File: src/hw/rtl/ghc_pkg.sv
// shared constants, codes and types of the graph hill climbing core
`default_nettype none
package ghc_pkg;

  localparam int unsigned MaxNodes = 16;
  localparam int unsigned NodeW    = 4;
  localparam int unsigned CountW   = 5;
  localparam int unsigned RowW     = 16;
  localparam int unsigned HeurW    = 32;
  localparam int unsigned CmdW     = 2;
  localparam int unsigned KindW    = 3;

  localparam logic [HeurW-1:0] HeurTop = {1'b0, {(HeurW-1){1'b1}}};
  localparam logic [CountW-1:0] CountMax = CountW'(MaxNodes);

  localparam logic [CmdW-1:0] CmdLoadAdj  = 2'd0;
  localparam logic [CmdW-1:0] CmdLoadHeur = 2'd1;
  localparam logic [CmdW-1:0] CmdStart    = 2'd2;

  typedef enum logic [KindW-1:0] {
    EvStart    = 3'd0,
    EvMove     = 3'd1,
    EvNoNbr    = 3'd2,
    EvPeak     = 3'd3,
    EvBadStart = 3'd4
  } event_kind_e;

  typedef struct packed {
    logic [NodeW-1:0]        node_id;
    logic signed [HeurW-1:0] node_heuristic;
    event_kind_e             event_kind;
    logic                    last;
  } out_word_t;

  typedef struct packed {
    logic             valid;
    out_word_t        word;
  } emit_t;

  typedef struct packed {
    logic             re;
    logic [NodeW-1:0] addr;
  } rd_req_t;

endpackage
`default_nettype wire

File: src/hw/rtl/ghc_if.sv
// valid/ready channel interfaces of the graph hill climbing core
`default_nettype none
interface ghc_in_if import ghc_pkg::*; ();
  logic                    valid;
  logic                    ready;
  logic [CmdW-1:0]         command;
  logic [NodeW-1:0]        node_index;
  logic [RowW-1:0]         adjacency_row;
  logic signed [HeurW-1:0] heuristic_value;
  modport source (output valid, command, node_index, adjacency_row, heuristic_value,
                  input ready);
  modport sink (input valid, command, node_index, adjacency_row, heuristic_value,
                output ready);
endinterface

interface ghc_out_if import ghc_pkg::*; ();
  logic                    valid;
  logic                    ready;
  logic [NodeW-1:0]        node_id;
  logic signed [HeurW-1:0] node_heuristic;
  logic [KindW-1:0]        event_kind;
  logic                    last;
  modport source (output valid, node_id, node_heuristic, event_kind, last, input ready);
  modport sink (input valid, node_id, node_heuristic, event_kind, last, output ready);
endinterface

interface ghc_cfg_if import ghc_pkg::*; ();
  logic              valid;
  logic              ready;
  logic [CountW-1:0] data;
  modport source (output valid, data, input ready);
  modport sink (input valid, data, output ready);
endinterface
`default_nettype wire

File: src/hw/rtl/ghc_ram.sv
// generic single write port, single read port ram with registered read data
`default_nettype none
module ghc_ram #(
  parameter int unsigned Width = 16,
  parameter int unsigned Depth = 16,
  localparam int unsigned AddrW = $clog2(Depth)
) (
  input  wire logic             clk_i,
  input  wire logic             we_i,
  input  wire logic [AddrW-1:0] waddr_i,
  input  wire logic [Width-1:0] wdata_i,
  input  wire logic             re_i,
  input  wire logic [AddrW-1:0] raddr_i,
  output logic      [Width-1:0] rdata_o
);

  logic [Width-1:0] mem [Depth];
  logic [Width-1:0] rdata_q;

  always_ff @(posedge clk_i) begin
    if (we_i) begin
      mem[waddr_i] <= wdata_i;
    end
    if (re_i) begin
      rdata_q <= mem[raddr_i];
    end
  end

  assign rdata_o = rdata_q;

endmodule
`default_nettype wire

File: src/hw/rtl/ghc_climb_fsm.sv
// climb sequencer: fetches the current node, scans neighbours, decides the next move
`default_nettype none
module ghc_climb_fsm import ghc_pkg::*; (
  input  wire logic                    clk_i,
  input  wire logic                    rst_ni,
  input  wire logic                    start_i,
  input  wire logic [NodeW-1:0]        start_node_i,
  input  wire logic [CountW-1:0]       n_eff_i,
  input  wire logic                    slot_free_i,
  input  wire logic [RowW-1:0]         adj_rdata_i,
  input  wire logic signed [HeurW-1:0] heur_rdata_i,
  output rd_req_t                      adj_rd_o,
  output rd_req_t                      heur_rd_o,
  output emit_t                        emit_o,
  output logic                         idle_o
);

  typedef enum logic [5:0] {
    SIdle   = 6'b000001,
    SFetch  = 6'b000010,
    SEmit   = 6'b000100,
    SScan   = 6'b001000,
    SDrain  = 6'b010000,
    SDecide = 6'b100000
  } state_e;

  state_e                  state_q, state_d;
  logic [NodeW-1:0]        cur_q, cur_d;
  logic signed [HeurW-1:0] hcur_q, hcur_d;
  logic [RowW-1:0]         row_q, row_d;
  logic [MaxNodes-1:0]     visited_q, visited_d;
  logic [NodeW-1:0]        scan_q, scan_d;
  logic [NodeW-1:0]        chk_idx_q, chk_idx_d;
  logic                    chk_vld_q, chk_vld_d;
  logic [NodeW-1:0]        best_q, best_d;
  logic signed [HeurW-1:0] best_h_q, best_h_d;
  logic                    found_q, found_d;
  event_kind_e             kind_q, kind_d;
  logic [CountW-1:0]       last_idx;

  assign last_idx = n_eff_i - CountW'(1);
  assign idle_o   = (state_q == SIdle);

  always_comb begin
    state_d   = state_q;
    cur_d     = cur_q;
    hcur_d    = hcur_q;
    row_d     = row_q;
    visited_d = visited_q;
    scan_d    = scan_q;
    chk_idx_d = chk_idx_q;
    chk_vld_d = 1'b0;
    best_d    = best_q;
    best_h_d  = best_h_q;
    found_d   = found_q;
    kind_d    = kind_q;
    adj_rd_o  = '0;
    heur_rd_o = '0;
    emit_o    = '0;

    if (chk_vld_q && row_q[chk_idx_q] && !visited_q[chk_idx_q] &&
        (heur_rdata_i < best_h_q)) begin
      best_d   = chk_idx_q;
      best_h_d = heur_rdata_i;
      found_d  = 1'b1;
    end

    case (state_q)
      SIdle: begin
        if (start_i) begin
          if ({1'b0, start_node_i} >= n_eff_i) begin
            emit_o.valid               = 1'b1;
            emit_o.word.node_id        = start_node_i;
            emit_o.word.node_heuristic = '0;
            emit_o.word.event_kind     = EvBadStart;
            emit_o.word.last           = 1'b1;
          end else begin
            cur_d          = start_node_i;
            visited_d      = MaxNodes'(1) << start_node_i;
            adj_rd_o.re    = 1'b1;
            adj_rd_o.addr  = start_node_i;
            heur_rd_o.re   = 1'b1;
            heur_rd_o.addr = start_node_i;
            kind_d         = EvStart;
            state_d        = SFetch;
          end
        end
      end
      SFetch: begin
        hcur_d  = heur_rdata_i;
        row_d   = adj_rdata_i;
        state_d = SEmit;
      end
      SEmit: begin
        if (slot_free_i) begin
          emit_o.valid               = 1'b1;
          emit_o.word.node_id        = cur_q;
          emit_o.word.node_heuristic = hcur_q;
          emit_o.word.event_kind     = kind_q;
          emit_o.word.last           = 1'b0;
          best_h_d       = HeurTop;
          found_d        = 1'b0;
          heur_rd_o.re   = 1'b1;
          heur_rd_o.addr = '0;
          chk_vld_d      = 1'b1;
          chk_idx_d      = '0;
          if (last_idx == '0) begin
            state_d = SDrain;
          end else begin
            scan_d  = NodeW'(1);
            state_d = SScan;
          end
        end
      end
      SScan: begin
        heur_rd_o.re   = 1'b1;
        heur_rd_o.addr = scan_q;
        chk_vld_d      = 1'b1;
        chk_idx_d      = scan_q;
        if ({1'b0, scan_q} == last_idx) begin
          state_d = SDrain;
        end else begin
          scan_d = scan_q + NodeW'(1);
        end
      end
      SDrain: begin
        state_d = SDecide;
      end
      SDecide: begin
        if (slot_free_i) begin
          if (!found_q || !(best_h_q < hcur_q)) begin
            emit_o.valid               = 1'b1;
            emit_o.word.node_id        = cur_q;
            emit_o.word.node_heuristic = hcur_q;
            emit_o.word.event_kind     = found_q ? EvPeak : EvNoNbr;
            emit_o.word.last           = 1'b1;
            state_d                    = SIdle;
          end else begin
            visited_d      = visited_q | (MaxNodes'(1) << best_q);
            cur_d          = best_q;
            adj_rd_o.re    = 1'b1;
            adj_rd_o.addr  = best_q;
            heur_rd_o.re   = 1'b1;
            heur_rd_o.addr = best_q;
            kind_d         = EvMove;
            state_d        = SFetch;
          end
        end
      end
      default: begin
        state_d = SIdle;
      end
    endcase
  end

  always_ff @(posedge clk_i or negedge rst_ni) begin
    if (!rst_ni) begin
      state_q   <= SIdle;
      cur_q     <= '0;
      visited_q <= '0;
      chk_vld_q <= 1'b0;
      found_q   <= 1'b0;
      kind_q    <= EvStart;
      scan_q    <= '0;
    end else begin
      state_q   <= state_d;
      cur_q     <= cur_d;
      visited_q <= visited_d;
      chk_vld_q <= chk_vld_d;
      found_q   <= found_d;
      kind_q    <= kind_d;
      scan_q    <= scan_d;
    end
  end

  always_ff @(posedge clk_i) begin
    hcur_q    <= hcur_d;
    row_q     <= row_d;
    chk_idx_q <= chk_idx_d;
    best_q    <= best_d;
    best_h_q  <= best_h_d;
  end

endmodule
`default_nettype wire

File: src/hw/rtl/graph_hill_climb_core.sv
// top level of the graph hill climbing core: stores, node count register, result register
// Loads of an adjacency row or a heuristic write the row and heuristic memories directly.
// A start climb, for each node visited, captures the node's row and heuristic, sends its
// word while the heuristic of node 0 is read, then reads the heuristic of each further
// candidate through the single read port, drains and decides; sending and deciding wait
// while the output register is full. A start at or beyond the node count answers with
// one error result. Results leave through a one-word output register; the next word is
// only produced once the register is free, and a new command is taken only while the
// climb is idle and the register is empty or being read in the same cycle. Node count
// writes are taken in any cycle.
`default_nettype none
module graph_hill_climb_core import ghc_pkg::*; (
  input  wire logic clk_i,
  input  wire logic rst_ni,
  ghc_in_if.sink    in_i,
  ghc_out_if.source out_o,
  ghc_cfg_if.sink   cfg_i
);

  logic [CountW-1:0]       node_count_q;
  logic [CountW-1:0]       n_eff;
  logic                    slot_free;
  logic                    idle;
  logic                    in_acc;
  logic                    adj_we;
  logic                    heur_we;
  logic [RowW-1:0]         adj_rdata;
  logic [HeurW-1:0]        heur_rdata;
  rd_req_t                 adj_rd;
  rd_req_t                 heur_rd;
  emit_t                   emit;
  logic                    out_vld_q;
  out_word_t               out_word_q;

  assign cfg_i.ready = 1'b1;

  always_ff @(posedge clk_i or negedge rst_ni) begin
    if (!rst_ni) begin
      node_count_q <= CountMax;
    end else if (cfg_i.valid) begin
      node_count_q <= cfg_i.data;
    end
  end

  assign n_eff = (node_count_q > CountMax) ? CountMax : node_count_q;

  assign slot_free   = !out_vld_q || out_o.ready;
  assign in_i.ready  = idle && slot_free;
  assign in_acc      = in_i.valid && in_i.ready;
  assign adj_we      = in_acc && (in_i.command == CmdLoadAdj);
  assign heur_we     = in_acc && (in_i.command == CmdLoadHeur);

  ghc_ram #(.Width(RowW), .Depth(MaxNodes)) u_adj_ram (
    .clk_i   (clk_i),
    .we_i    (adj_we),
    .waddr_i (in_i.node_index),
    .wdata_i (in_i.adjacency_row),
    .re_i    (adj_rd.re),
    .raddr_i (adj_rd.addr),
    .rdata_o (adj_rdata)
  );

  ghc_ram #(.Width(HeurW), .Depth(MaxNodes)) u_heur_ram (
    .clk_i   (clk_i),
    .we_i    (heur_we),
    .waddr_i (in_i.node_index),
    .wdata_i (in_i.heuristic_value),
    .re_i    (heur_rd.re),
    .raddr_i (heur_rd.addr),
    .rdata_o (heur_rdata)
  );

  ghc_climb_fsm u_climb (
    .clk_i        (clk_i),
    .rst_ni       (rst_ni),
    .start_i      (in_acc && (in_i.command == CmdStart)),
    .start_node_i (in_i.node_index),
    .n_eff_i      (n_eff),
    .slot_free_i  (slot_free),
    .adj_rdata_i  (adj_rdata),
    .heur_rdata_i (heur_rdata),
    .adj_rd_o     (adj_rd),
    .heur_rd_o    (heur_rd),
    .emit_o       (emit),
    .idle_o       (idle)
  );

  always_ff @(posedge clk_i or negedge rst_ni) begin
    if (!rst_ni) begin
      out_vld_q <= 1'b0;
    end else if (emit.valid) begin
      out_vld_q <= 1'b1;
    end else if (out_o.ready) begin
      out_vld_q <= 1'b0;
    end
  end

  always_ff @(posedge clk_i) begin
    if (emit.valid) begin
      out_word_q <= emit.word;
    end
  end

  assign out_o.valid          = out_vld_q;
  assign out_o.node_id        = out_word_q.node_id;
  assign out_o.node_heuristic = out_word_q.node_heuristic;
  assign out_o.event_kind     = out_word_q.event_kind;
  assign out_o.last           = out_word_q.last;

endmodule
`default_nettype wire

File: src/flat_wrapper.sv
// flat-port wrapper written by rule: the top's interface ports become plain ports
module graph_hill_climb_core_flat import ghc_pkg::*;
  (clk_i, rst_ni, in_i_valid, in_i_command, in_i_node_index, in_i_adjacency_row, in_i_heuristic_value, in_i_ready, out_o_valid, out_o_node_id, out_o_node_heuristic, out_o_event_kind, out_o_last, out_o_ready, cfg_i_valid, cfg_i_data, cfg_i_ready);
  ghc_in_if in_i_i ();
  ghc_out_if out_o_i ();
  ghc_cfg_if cfg_i_i ();
  input  wire logic clk_i;
  input  wire logic rst_ni;
  input wire logic [$bits(in_i_i.valid)-1:0] in_i_valid;
  input wire logic [$bits(in_i_i.command)-1:0] in_i_command;
  input wire logic [$bits(in_i_i.node_index)-1:0] in_i_node_index;
  input wire logic [$bits(in_i_i.adjacency_row)-1:0] in_i_adjacency_row;
  input wire logic [$bits(in_i_i.heuristic_value)-1:0] in_i_heuristic_value;
  output wire logic [$bits(in_i_i.ready)-1:0] in_i_ready;
  output wire logic [$bits(out_o_i.valid)-1:0] out_o_valid;
  output wire logic [$bits(out_o_i.node_id)-1:0] out_o_node_id;
  output wire logic [$bits(out_o_i.node_heuristic)-1:0] out_o_node_heuristic;
  output wire logic [$bits(out_o_i.event_kind)-1:0] out_o_event_kind;
  output wire logic [$bits(out_o_i.last)-1:0] out_o_last;
  input wire logic [$bits(out_o_i.ready)-1:0] out_o_ready;
  input wire logic [$bits(cfg_i_i.valid)-1:0] cfg_i_valid;
  input wire logic [$bits(cfg_i_i.data)-1:0] cfg_i_data;
  output wire logic [$bits(cfg_i_i.ready)-1:0] cfg_i_ready;
  assign in_i_i.valid = in_i_valid;
  assign in_i_i.command = in_i_command;
  assign in_i_i.node_index = in_i_node_index;
  assign in_i_i.adjacency_row = in_i_adjacency_row;
  assign in_i_i.heuristic_value = in_i_heuristic_value;
  assign in_i_ready = in_i_i.ready;
  assign out_o_valid = out_o_i.valid;
  assign out_o_node_id = out_o_i.node_id;
  assign out_o_node_heuristic = out_o_i.node_heuristic;
  assign out_o_event_kind = out_o_i.event_kind;
  assign out_o_last = out_o_i.last;
  assign out_o_i.ready = out_o_ready;
  assign cfg_i_i.valid = cfg_i_valid;
  assign cfg_i_i.data = cfg_i_data;
  assign cfg_i_ready = cfg_i_i.ready;
  graph_hill_climb_core u_core (.clk_i(clk_i), .rst_ni(rst_ni), .in_i(in_i_i), .out_o(out_o_i), .cfg_i(cfg_i_i));
endmodule
File: config.mk
export PLATFORM = sky130hd
export DESIGN_NAME = graph_hill_climb_core_flat
export DESIGN_NICKNAME = d
export VERILOG_FILES = /design/src/hw/rtl/ghc_pkg.sv /design/src/hw/rtl/ghc_if.sv /design/src/hw/rtl/ghc_ram.sv /design/src/hw/rtl/ghc_climb_fsm.sv /design/src/hw/rtl/graph_hill_climb_core.sv /design/src/flat_wrapper.sv
export SDC_FILE = /design/constraint.sdc
export NUM_CORES = 1
export LEC_CHECK = 0
export BUFFER_PORTS_ARGS = -buffer_cell sky130_fd_sc_hd__buf_2
export CAP_MARGIN = 20
export CORE_UTILIZATION = 42
export CTS_CLUSTER_DIAMETER = 120
export DETAILED_ROUTE_END_ITERATION = 8
export PLACE_DENSITY = 0.71
export SKIP_LAST_GASP = 1
export SYNTH_ARGS = -nofsm -noshare
export SYNTH_HDL_FRONTEND = slang
export SYNTH_HIERARCHICAL = 1
export SYNTH_SLANG_ARGS = --single-unit
File: constraint.sdc
create_clock -name clk_i -period 4.73 [get_ports clk_i]
set_clock_uncertainty 0.1 [all_clocks]
set_input_delay 0.2365 -clock clk_i [delete_from_list [all_inputs] [get_ports clk_i]]
set_output_delay 0.2365 -clock clk_i [all_outputs]
set_load 0.01 [all_outputs]
==> results.md <==
- Nets: around 2,500
- Final total power: around 19 mW
- Syn avg cell area: approximately 19 sq um
- R2R setup slack: 140 ps
- 1st-pass router iterations: 6
- P_leak: around 15 nW
- CP endpoint kind: flop
- WP data arrival: 4850 ps
- Asr flop ratio synth: 0.0397
- Die X: between 300 and 400 microns
- Clock Path Buffers: 3
- Post-synth EDFFs: around 910
- RSZ-0062 raised after global routing: yes
- Tightest Pin Transition: between 1000 and 1500 ps
- HPWL after detailed placement: 50,100 microns
- Final TNS setup: 0 ps
- Rel. slew slack: 0.279
- Area Growth Syn to Fin: 15.9%
- Pre-CTS setup slack: between 100 and 150 ps
- Setup violations, final: 0
- Type of the worst setup path: reg -> reg
- Max Clk Rate: ~0.22 GHz
- H-tree Lvls: 3
- Global-route wire length before repair: around 130,000 microns
- Share of layout cells above drive strength 1: 0.229
- # rows: approximately 110
- Synth Warn #: 6
- Synth area leader: edfxtp_1
- Most frequent cells in the layout: edfxtp_1, mux4_2, buf_2
- Buffers on Ports: approximately 110
- Yosys reg bits: 983
- Final antenna-violating net count: 0
- Cell variety after synth: between 70 and 80
- Post-route cell area: 45,100 sq um
- Final worst slack: between 100 and 150 ps
- Share of the synthesized area in the top cell type: 0.703
- Starting Density: 0.424
- Slowest CP cell: or4b_1
- Clock transition at path regs: 60 ps
- Post-route DRC violation count: 0
- Placed insts: 3,405
- Syn Inst Count: between 2,000 and 2,500
- Worst-Skew Late Latency: just under 700 ps
- Floorplan core area: between 90,000 and 100,000 sq um
- Post-synthesis sequential area ratio: 0.745
- Status: complete, no violations
- Synth Cell Area: between 30,000 and 40,000 sq um
- Initial DRC count: around 2,300
- Setup Fix Bufs, Post-CTS: 0
- CTS sink count: roughly 1,000
- Slew Viols, Final: 0
- Cell chain of the critical path: inv_1 -> ha_1 -> nand4_1 -> nor3_2 -> or4b_1 -> a311oi_2 -> or2_1 -> buf_4 -> a21o_2 -> buf_12 -> mux4_1 -> a22oi_1 -> nand2_1
- VDD IR max: approximately 0.00028 V
- Die Y: between 300 and 400 microns
- Routed len/inst: between 20 and 25 microns
- Synth area leaders: edfxtp_1, mux4_2, dfrtp_1
- Final worst-path cycle share: 0.970
- Crit path required time: roughly 5000 ps
- Grt ovf: 0
- Post-Syn Nets: roughly 2,200
- Final Wtd Congestion: 0.856
- Vias in the first global route: between 20,000 and 25,000
- Commonest non-fill, non-tap cell in the layout: edfxtp_1
- Maxcap violations: 0
- Tot GR Track Use: 0.189
- Ys flop type: edfxtp_1
- Critical Path Source Type: flop
- Placed inst area: approximately 41,000 sq um
- DR vias: approximately 21,000
- Layout filler cell count: ~7,300
- Slowest stage delay, CP: roughly 590 ps
- Final Non-Filler Cells: 3,643
- Final Hold Viols: 0
- Io pins: ~110
- Final wirelength: about 90,000 microns
- Pwr Density: 426 nW/um^2
- Crit path time final: about 4600 ps
- CTS tree: done
- Root buffer cell: clkbuf_16
- Vias/cell: roughly 5.7
- Worst Hold Class: in -> reg
- Pin count of the biggest net entering global routing: 65
- CTS buffer count: 95
- Die area: approximately 94,000 sq um
- Max FO, Critical Path: between 60 and 70
- Initial antenna violation count: 10
[Yosys cell counts, types with 32 or more instances]
library cell and number:
dfrtp_1 37, a21oi_1 37, nor2_1 107, ha_1 69, o21ai_0 61, edfxtp_1 912
nand2_1 84, dfxtp_1 32, mux4_2 182, a22oi_1 97, clkbuf_1 46, inv_1 92
[cell type report]
cell class / instances / area [sq um] / share of cell area
antenna: 1 / 2.50 / 0.0000554
clock buffer: 122 / 2530 / 0.0561
clock inverter: 52 / 514 / 0.0114
inverter: 92 / 347 / 0.00768
multi-input combinational: 909 / 9310 / 0.206
sequential: 983 / 29000 / 0.643
tap: 1243 / 1560 / 0.0345
timing repair buffer: 241 / 1870 / 0.0415
[cells by family (layout without fill, tap and decap cells)]
group                    Yosys count  in the layout  synth area share
AO/OA/AOI/OAI                    307            307            0.0547
XOR/XNOR                           8              8           0.00215
adder cells (fa/ha/maj)           69             69            0.0222
buffers and inverters            188            507            0.0213
flip-flops                       983            983             0.745
multiplexers                     197            197             0.113
other                              1              2         0.0000963
AND/OR/NAND/NOR                  327            327            0.0414
[worst max-delay path: cells and delay by family (launching register included)]
family | cells | cell delay, ps
muxes | 1 | 390
AOI/OAI and AO/OA | 3 | 800
buffers and inverters | 3 | 580
DFF | 1 | 320
and+or+nand+nor | 5 | 1580
adders and majority gates | 1 | 390
[registers in the layout, summed over array words and instances, names as in the netlist]
register	flops
u_core/u_heur_ram/mem	512
u_core/u_climb/hcur_q	32
u_core/u_climb/kind_q	1
u_core/out_o.node_heuristic	32
u_core/u_climb/best_q	4
u_core/u_heur_ram/rdata_o	32
u_core/u_climb/chk_vld_q	1
u_core/u_climb/scan_q	4
u_core/u_climb/chk_idx_q	4
u_core/u_climb/best_h_q	32
u_core/out_o.valid	1
u_core/out_o.last	1
u_core/u_climb/cur_q	4
u_core/out_o.event_kind	3
u_core/u_climb/state_q	6
u_core/u_adj_ram/rdata_o	16
u_core/u_adj_ram/mem	256
u_core/u_climb/visited_q	16
u_core/node_count_q	5
u_core/u_climb/row_q	16
u_core/u_climb/found_q	1
u_core/out_o.node_id	4
[worst paths after layout]
| path | start | endpoint | cells after the start |
|---|---|---|---|
| setup / recovery | u_core/u_climb/hcur_q[31]$_DFFE_PP_ | u_core/u_adj_ram/rdata_o[10]$_DFFE_PP_ | 13 |
| hold / removal | in_i_node_index[3] | u_core/out_o.node_id[3]$_DFFE_PP_ | 3 |
| setup reg to reg | u_core/u_climb/hcur_q[31]$_DFFE_PP_ | u_core/u_adj_ram/rdata_o[10]$_DFFE_PP_ | 13 |
| hold reg to reg | u_core/u_adj_ram/rdata_o[2]$_DFFE_PP_ | u_core/u_climb/row_q[2]$_DFFE_PP_ | 0 |
| max in group asynchronous | rst_ni | u_core/u_climb/visited_q[2]$_DFFE_PN0P_ | 2 |
| min in group asynchronous | rst_ni | u_core/u_climb/state_q[4]$_DFFE_PN0P_ | 2 |
[per-layer routing]
metal | track usage | vias up | share of wire | routed length, microns
met2 | 0.307 | 914 | 0.49 | 43300
met1 | 0.263 | 10700 | 0.41 | 36500
met5 | 0 | - | 0.0011 | 100
met3 | 0.0295 | 140 | 0.080 | 7140
met4 | 0.0552 | 16 | 0.021 | 1840
li1 | - | 8904 | - | -
[what timing repair did]
item | 4_1_cts | 5_1_grt
setup endpoints to repair | 0 | 10
hold endpoints to repair | 812 | 0
gates resized for setup | 0 | 4
hold buffers | 62 | 0
[metrics by stage]
stage                     utilization  hold WS (ps)
final                           0.492          55.5
after floorplan                     -          -159
after CTS                       0.491          15.4
after detailed placement        0.451           313
after global placement          0.451           312
after global routing            0.492          79.7
[where the power goes]
group	switching [mW]	leakage (nW)	total (mW)	internal (mW)
clock network	3.22	1.47	7.36	4.14
logic	1.02	4.52	1.83	0.804
registers	0.217	9.01	10.1	9.84
total	4.46	15.0	19.2	14.8
(Power assumes the default switching activity.)
